`src/design/bpc_pkg.sv`:
```
// Shared types and constants for the button press classifier.
// Holds payload words, state and configuration records, and event codes.
// No dependencies.
package bpc_pkg;

  localparam int unsigned TimeWidth = 32;
  localparam int unsigned CfgWidth  = 16;
  localparam int unsigned CfgIdxW   = 2;

  // event codes
  localparam logic [2:0] EvNone     = 3'd0;
  localparam logic [2:0] EvPress    = 3'd1;
  localparam logic [2:0] EvClick    = 3'd2;
  localparam logic [2:0] EvLong     = 3'd3;
  localparam logic [2:0] EvExtended = 3'd4;

  // configuration register indexes
  localparam logic [CfgIdxW-1:0] RegDebounce    = 2'd0;
  localparam logic [CfgIdxW-1:0] RegLong        = 2'd1;
  localparam logic [CfgIdxW-1:0] RegExtended    = 2'd2;
  localparam logic [CfgIdxW-1:0] RegMinInterval = 2'd3;

  // configuration reset values
  localparam logic [CfgWidth-1:0] DebounceRst    = 16'd50;
  localparam logic [CfgWidth-1:0] LongRst        = 16'd1000;
  localparam logic [CfgWidth-1:0] ExtendedRst    = 16'd5000;
  localparam logic [CfgWidth-1:0] MinIntervalRst = 16'd100;

  typedef struct packed {
    logic raw_level;
    logic clear_session;
  } in_word_t;

  typedef struct packed {
    logic [2:0] event_code;
    logic       is_pressed;
  } out_word_t;

  typedef struct packed {
    logic [CfgWidth-1:0] debounce_ms;
    logic [CfgWidth-1:0] long_ms;
    logic [CfgWidth-1:0] extended_ms;
    logic [CfgWidth-1:0] min_interval_ms;
  } cfg_t;

  typedef struct packed {
    logic [TimeWidth-1:0] now_ms;
    logic [TimeWidth-1:0] last_change_ms;
    logic [TimeWidth-1:0] press_start_ms;
    logic [TimeWidth-1:0] release_ms;
    logic                 debounced_level;
    logic                 session_active;
    logic                 long_fired;
    logic                 extended_fired;
    logic                 click_fired;
  } state_t;

endpackage

```
`src/design/bpc_step.sv`:
```
// Per-tick next-state and event logic of the button press classifier.
// Purely combinational; depends on bpc_pkg.
module bpc_step
  import bpc_pkg::*;
(
  input  state_t    state_i,
  input  cfg_t      cfg_i,
  input  in_word_t  word_i,
  output state_t    state_o,
  output out_word_t word_o
);

  always_comb begin
    state_t               s;
    logic [2:0]           ev;
    logic [TimeWidth-1:0] now;
    logic [TimeWidth-1:0] since_change;
    logic [TimeWidth-1:0] since_release;
    logic [TimeWidth-1:0] held;
    logic                 change;

    s   = state_i;
    ev  = EvNone;
    now = state_i.now_ms + TimeWidth'(1);
    s.now_ms = now;

    // clear acts before the level is looked at
    if (word_i.clear_session) begin
      s.session_active = 1'b0;
      s.long_fired     = 1'b0;
      s.extended_fired = 1'b0;
      s.click_fired    = 1'b0;
      s.press_start_ms = '0;
    end

    since_change  = now - s.last_change_ms;
    since_release = now - s.release_ms;
    change = (since_change > TimeWidth'(cfg_i.debounce_ms))
             && (word_i.raw_level != s.debounced_level);

    held = now - s.press_start_ms;
    if (change) begin
      s.debounced_level = word_i.raw_level;
      s.last_change_ms  = now;
      if (word_i.raw_level) begin
        if (since_release >= TimeWidth'(cfg_i.min_interval_ms)) begin
          s.press_start_ms = now;
          s.session_active = 1'b1;
          s.long_fired     = 1'b0;
          s.extended_fired = 1'b0;
          s.click_fired    = 1'b0;
          ev               = EvPress;
        end
      end else begin
        s.release_ms = now;
        if (s.session_active && !s.long_fired && !s.extended_fired && !s.click_fired
            && held >= TimeWidth'(cfg_i.debounce_ms)
            && held < TimeWidth'(cfg_i.long_ms)) begin
          s.click_fired = 1'b1;
          ev            = EvClick;
        end
        s.long_fired     = 1'b0;
        s.extended_fired = 1'b0;
        s.session_active = 1'b0;
      end
    end

    // hold monitoring; press start is unchanged when no event fired above
    if (ev == EvNone && s.debounced_level && s.session_active) begin
      if (!s.extended_fired && held >= TimeWidth'(cfg_i.extended_ms)) begin
        s.extended_fired = 1'b1;
        s.long_fired     = 1'b1;
        ev               = EvExtended;
      end else if (!s.long_fired && !s.extended_fired
                   && held >= TimeWidth'(cfg_i.long_ms)) begin
        s.long_fired = 1'b1;
        ev           = EvLong;
      end
    end

    state_o           = s;
    word_o.event_code = ev;
    word_o.is_pressed = s.debounced_level;
  end

endmodule

```
`src/design/button_press_classifier_core.sv`:
```
// Top level of the button press classifier: debounce, sessions and events.
// Depends on bpc_pkg and bpc_step.
//
// Usage:
//   Input channel (in_valid_i / in_ready_o / in_word_i) carries one word per
//   millisecond tick: the raw button level and a clear-session strobe.
//   Output channel (out_valid_o / out_ready_i / out_word_o) returns exactly
//   one word per accepted tick: the event code (none, press, click, long,
//   extended) and the debounced level after that tick.
//   Configuration port (cfg_we_i / cfg_idx_i / cfg_data_i) writes one of
//   debounce, long, extended and minimum-interval times; write only while
//   the block is idle.
// Timing:
//   A word accepted at one edge shows up at out_word_o right after that edge.
//   Throughput is one word per cycle unless out_ready_i stalls: the whole
//   tick update is one pass of compares and 32-bit subtractions in bpc_step
//   between the state registers and the output register.
// Reset:
//   Clears all timers and flags, sets the debounced level to released, loads
//   the default times and empties the output register.
// Stall:
//   When the receiver holds out_ready_i low with a word pending, in_ready_o
//   drops, the state holds and no tick is taken until the word leaves.
module button_press_classifier_core
  import bpc_pkg::*;
(
  input  logic                clk_i,
  input  logic                rst_ni,
  input  logic                cfg_we_i,
  input  logic [CfgIdxW-1:0]  cfg_idx_i,
  input  logic [CfgWidth-1:0] cfg_data_i,
  input  logic                in_valid_i,
  output logic                in_ready_o,
  input  in_word_t            in_word_i,
  output logic                out_valid_o,
  input  logic                out_ready_i,
  output out_word_t           out_word_o
);

  cfg_t      cfg_q;
  state_t    state_q;
  state_t    state_d;
  out_word_t result_d;
  out_word_t out_word_q;
  logic      out_valid_q;
  logic      accept;

  // take a new tick whenever the output register is empty or draining
  assign in_ready_o = !out_valid_q || out_ready_i;
  assign accept     = in_valid_i && in_ready_o;

  // configuration registers
  always_ff @(posedge clk_i or negedge rst_ni) begin
    if (!rst_ni) begin
      cfg_q.debounce_ms     <= DebounceRst;
      cfg_q.long_ms         <= LongRst;
      cfg_q.extended_ms     <= ExtendedRst;
      cfg_q.min_interval_ms <= MinIntervalRst;
    end else if (cfg_we_i) begin
      case (cfg_idx_i)
        RegDebounce:    cfg_q.debounce_ms     <= cfg_data_i;
        RegLong:        cfg_q.long_ms         <= cfg_data_i;
        RegExtended:    cfg_q.extended_ms     <= cfg_data_i;
        RegMinInterval: cfg_q.min_interval_ms <= cfg_data_i;
        default: ;
      endcase
    end
  end

  bpc_step u_step (
    .state_i (state_q),
    .cfg_i   (cfg_q),
    .word_i  (in_word_i),
    .state_o (state_d),
    .word_o  (result_d)
  );

  // advance the classifier state once per accepted tick
  always_ff @(posedge clk_i or negedge rst_ni) begin
    if (!rst_ni) begin
      state_q <= '0;
    end else if (accept) begin
      state_q <= state_d;
    end
  end

  // output register: load on accept, drop once taken
  always_ff @(posedge clk_i or negedge rst_ni) begin
    if (!rst_ni) begin
      out_valid_q <= 1'b0;
    end else if (accept) begin
      out_valid_q <= 1'b1;
    end else if (out_ready_i) begin
      out_valid_q <= 1'b0;
    end
  end

  always_ff @(posedge clk_i) begin
    if (accept) begin
      out_word_q <= result_d;
    end
  end

  assign out_valid_o = out_valid_q;
  assign out_word_o  = out_word_q;

endmodule
```
`config.mk`:
```
export PLATFORM = sky130hd
export DESIGN_NAME = button_press_classifier_core
export DESIGN_NICKNAME = d
export VERILOG_FILES = /design/src/design/bpc_pkg.sv /design/src/design/bpc_step.sv /design/src/design/button_press_classifier_core.sv
export SDC_FILE = /design/constraint.sdc
export NUM_CORES = 1
export LEC_CHECK = 0
export BUFFER_PORTS_ARGS = -buffer_cell sky130_fd_sc_hd__buf_2
export CAP_MARGIN = 40
export CORE_MARGIN = 2
export CORE_UTILIZATION = 30
export CTS_BUF_LIST = sky130_fd_sc_hd__clkbuf_4 sky130_fd_sc_hd__clkbuf_8
export DETAILED_ROUTE_END_ITERATION = 12
export GPL_TIMING_DRIVEN = 0
export PLACE_DENSITY_LB_ADDON = 0.3
export SYNTH_ARGS = -nofsm -noshare
export SYNTH_HDL_FRONTEND = slang
export SYNTH_HIERARCHICAL = 1
export SYNTH_SLANG_ARGS = --single-unit
```
`constraint.sdc`:
```
create_clock -name clk_i -period 8.3 [get_ports clk_i]
set_input_delay 1.245 -clock clk_i [delete_from_list [all_inputs] [get_ports clk_i]]
set_output_delay 1.245 -clock clk_i [all_outputs]
set_load 0.02 [all_outputs]
```
# Word-level counts from Yosys, hierarchy flattened
# Cells that the tools add are included.
[classes]
n_addsub = 4
multipliers = 0
div = 0
n_lt_le_gt_ge = 6
n_eq_ne = 4
shift = 0
n_mux = 22
n_bitwise = 1
n_reduce_logical = 28
[op_table]
columns = ["op", "n"]
rows = [
  ["32-bit by 16-bit greater-or-equal comparator with 1-bit output", 4],
  ["32-bit two-way mux", 4],
  ["32-bit subtractor", 3],
  ["69-bit two-way mux", 1],
  ["32-bit by 1-bit adder with 32-bit output (second input constant)", 1],
  ["32-bit by 16-bit greater-than comparator with 1-bit output", 1],
  ["32-bit by 16-bit less-than comparator with 1-bit output", 1],
  ["3-bit two-way mux", 5],
  ["1-bit logical AND", 12],
  ["4-bit two-way mux", 3],
  ["2-bit AND reduction", 5],
  ["1-bit two-way mux", 7],
  ["1-bit logical NOT", 6],
  ["2-bit equality test (second input constant)", 2],
  ["2-bit two-way mux", 2],
  ["3-bit logical NOT", 1],
  ["3-bit AND reduction", 1],
  ["2-bit by 1-bit equality test with 1-bit output (second input constant)", 1],
  ["2-bit logical NOT", 1],
  ["2-bit nonzero test", 1],
  ["1-bit logical OR", 1],
  ["1-bit != test", 1],
  ["1-bit NOT", 1],
]
[totals]
reg_bits = 202
latchBits = 0
mem_bits_rw = 0
mem_bits_ro = 0
output_inout_bits = 6
mem_count = 0

# Logic depth before layout (Yosys ltp)
[logic_depth]
ltp_word = 16
ltp_mapped = 29
mapped_depth_nobuf = 28

# Cells and area by module
# The synthesis kept the hierarchy.
[by_module_without_submodules]
columns = ["mod", "instances", "cells_per_inst", "area_each_um2"]
rows = [
  ["bpc_step", 1, 1544, 10597.7],
  ["button_press_classifier_core", 1, 425, 7761.2],
]

# Worst setup path after synthesis
# OpenSTA, ideal clock, no wires.
[synth_path]
kind = "register to register"
from = "reg state_q[101] (netlist bit)"
to = "reg state_q[78] (netlist bit)"
arrival_ns = 5.831
t_required_ns = 8.175
slack_ns = 2.344
stages_incl_launch_ff = 25
path_buffers = 1
synth_period_minus_slack_ns = 5.956
cell_sequence = "dfrtp_1 -> ha_1 -> nand4_1 -> nor3_2 -> xor2_1 -> ha_1 -> and3_1 -> a221oi_1 -> a311o_1 -> a21boi_1 -> xnor2_1 -> ha_1 -> a21oi_1 -> nand2_1 -> a21oi_1 -> o21ai_0 -> a21oi_1 -> a41oi_1 -> nor4_1 -> and3_1 -> or3b_2 -> o31ai_4 -> buf_2 -> mux2_2 -> mux2_4"
[synth_between]
elab_chain_cells = 5
[synth_rtl]
columns = ["element", "line", "rtl"]
rows = [
  ["start, declared", "button_press_classifier_core.sv:41", "state_t state_q;"],
  ["start signal, assigned", "button_press_classifier_core.sv:83", "state_q <= state_d;"],
  ["32-bit by 1-bit adder with 32-bit output *", "bpc_step.sv:24", "now = state_i.now_ms + TimeWidth'(1);"],
  ["32-bit subtractor", "bpc_step.sv:36", "since_change = now - s.last_change_ms;"],
  ["32-bit by 16-bit greater-than comparator with 1-bit output", "bpc_step.sv:38", "change = (since_change > TimeWidth'(cfg_i.debounce_ms))"],
  ["1-bit logical AND", "bpc_step.sv:39", "&& (word_i.raw_level != s.debounced_level);"],
  ["2-bit AND reduction (no line)", "--", ""],
]
# Every way passes the cells marked *; elsewhere a longest branch is shown, timed or not.
# A chain may end at the register's enable or synchronous reset.

==> metrics.txt <==
Die Area=63,190 sq um; Peak VDD IR=0.2186 mV; number of global-route vias before repair=15,190; Critical Path Start Type=flip-flop; worst-path maximum fanout=11; CTS Buf Count=37; worst r2r src=state_q[101]; post-route cell area=20,440 sq um; first-pass GRT wire length=87,550 um; Layout Skew=18.90 ps; Final ANT Viol Nets=0; pwr/cell area=347.2 nW/um^2; Hold EP=state_q[37]; Final setup viols=0; DR WL/cell=19.76 um; DRC viols=0; Initial Util=30.36%; P_int=3.734 mW; Clock Power Share=15.1%; status=finished, final reports clean; combinational share of power=66.6%; CP required=8730 ps; synth warn=6; PortBufs=30; layout cells sized above 1=20.18%; MaxCap Viol Count=0; final setup TNS=0 ps; f_max=125.4 MHz; synth top area cells=dfrtp_1, ha_1, mux2_2; Post-Synthesis Cells=1,969; switch share=47.38%; die height=251.4 um; Synth Flop Type=dfrtp_1; RSZ-0062 raised after global routing=no; Hold Path Depth=1; Routed WL=56,410 um; top cell type's share of synthesized area=24.67%; period utilization=96.09%; Worst Path Arrival=8400 ps; Nets=2,243; Fin. Hold Viols=0; Post-Place Setup Slack=-493.1 ps; Post-Syn Area=18,360 sq um; switching power=3.362 mW; Min Hold Slack=500.9 ps; Yosys top cell by area=dfrtp_1; max-slew violation count=0; Hold Crit Class=flip-flop to flip-flop; depth of the CTS H-tree=2; Post-synth ARST share=98.02%; WS Path Type=flip-flop to flip-flop; r2r setup slk=320 ps; P_leak=9.870 nW; CTS Sinks=202; Post-synth EDFFs=4; Filler cells=6,128; DIE WIDTH=251.4 um; Synth top cells by count=inv_1, dfrtp_1, ha_1; placed cell areas=19,530 sq um; Tot Pwr=7.097 mW; Clock transition at path regs=60 ps; Final Worst Setup Slack=324.4 ps; mean area per synthesized cell=9.324 sq um; Max clock buf depth=3; largest net degree at the start of global routing=106; Core Rows=90; relative slew slack=45.24%; #FFs+latches synth=202; Synth cell types=101; worst r2r path cells=26; sequential area share after synthesis=27.76%; total overflow reported by the global router=0; most common cell in the synthesized netlist=inv_1; minimum clock period after layout=7976 ps; CTS tree=built; Worst Hold Launch=state_q[37]; DRT iter0 DRCs=1,098; core area=60,470 sq um; Final Wtd Congestion=0.9002; CP Capture Type=flip-flop; post-DP HPWL=45,470 um; Flop pwr share=18.3%; Area Growth Syn to Fin=11.33%; IO Pins=31; FF-to-FF End=state_q[0]; DRT Pass-1 Iters=5; Vias/cell=5.289; Root Driver=clkbuf_8; GR Util All Layers=17.81%; Synth Net Count=2,169; worst slew pin tran=800.7 ps; initial antenna violation count=1; worst skew pair latency=560 ps; Vias=15,100
## critical path, stage by stage (launching register included)
cell and delay (ps):
dfrtp_2 530, ha_1 340, and4_1 260, nand2_1 300
xor2_2 350, inv_1 200, ha_1 380, a21oi_1 350
nand2_1 100, a221oi_1 340, a311o_1 360, a21boi_2 360
xnor2_1 270, ha_1 400, nand4_1 150, nor3_2 430
a21oi_1 120, a41oi_1 530, nor4_1 100, and3_1 190
nand2b_1 120, nor4_4 60, buf_4 180, nor3_2 500
buf_2 490, o21ai_0 160, mux2_2 280
## how the worst max path moves through the flow
stage                 start  slack, ps          end
3_5_place_dp   state_q[101]       -490  state_q[35]
5_1_grt        state_q[101]          2  state_q[55]
2_1_floorplan  state_q[101]       2340  state_q[78]
6_report       state_q[101]        320   state_q[0]
4_1_cts        state_q[101]         80  state_q[49]
3_3_place_gp   state_q[101]       -430  state_q[34]
## cells by family (layout without fill, tap and decap cells)
logic type      after synthesis  in the layout  share of synthesized area, %
xor+xnor                    124            124                         7.033
buf+inv                     256            358                         5.854
fa+ha+maj                   176            176                         12.10
mux                         236            236                         15.50
other cells                   0              1                             0
simple gates                511            511                         15.31
flops                       202            202                         27.76
compound gates              464            464                         16.43
## state kept, by name, indices dropped and copies added, names as in the netlist
signal	cells
cfg_q	64
out_valid_o	1
out_word_o	4
state_q	133
## metrics by stage
| stage | utilization [%] | instances |
|---|---|---|
| after CTS | 33.74 | 2851 |
| final | 33.80 | 2854 |
| after global placement | 32.23 | 2781 |
| after floorplan | - | 1969 |
| after detailed placement | 32.30 | 2783 |
| after global routing | 33.80 | 2854 |
## final cells by class
| cell class | instances | area (sq um) | area share (%) |
|---|---|---|---|
| multi-input cells | 1511 | 12230 | 59.85 |
| flip-flops and latches | 202 | 5097 | 24.94 |
| well taps | 782 | 978.4 | 4.787 |
| clock buffers | 57 | 721.9 | 3.532 |
| inverters | 183 | 686.9 | 3.361 |
| plain buffers | 73 | 394.1 | 1.928 |
| repair buffers | 35 | 212.7 | 1.041 |
| clock inverters | 10 | 112.6 | 0.5510 |
| diodes | 1 | 2.502 | 0.01224 |
## metal layers
metal	up-vias	share of wire (%)	track usage [%]
met4	0	4.1	7.211
met5	-	0	0
li1	7297	-	-
met2	365	45	28.84
met1	7328	47	24.38
met3	105	3.9	1.688
## layout by cell type, fill, tap and decap left out, types with 10 or more instances in the layout
master and n:
inv_1 182, dfrtp_1 180, ha_1 172, mux2_2 151
a21oi_1 131, nand2_1 126, o21ai_0 96, nor2_1 85
xnor2_1 66, mux2_4 59, a21o_1 59, nand3_1 55
nand2b_1 54, buf_2 52, clkbuf_8 47, xor2_1 42
nand4_1 34, clkbuf_1 32, mux2i_1 26, nor2b_1 22
o21a_1 22, a31oi_1 21, and3_1 19, dfstp_2 17
nor3_1 17, o211ai_1 16, nor4_1 14, and2_1 13
or3_1 12, xnor3_1 11, clkbuf_4 10, o21bai_1 10
o31ai_1 10
## power by group through the flow
stage          combinational, mW  sequential, mW  clock (mW)
2_1_floorplan               3.37            1.27           0
3_3_place_gp                4.57            1.30           0
3_5_place_dp                4.64            1.31           0
4_1_cts                     4.69            1.30        1.10
5_1_grt                     5.25            1.32        1.15
6_report                    4.73            1.30        1.07
## what timing repair did
| action | 4_1_cts | 5_1_grt |
|---|---|---|
| resized for setup | 6 | 10 |
| pin swaps | 2 | 1 |
| buffers inserted | 1 | 1 |
| hold buffers | 0 | 0 |
| setup endpoints to repair | 103 | 97 |
Note: power is estimated with default switching activity, not from simulation.
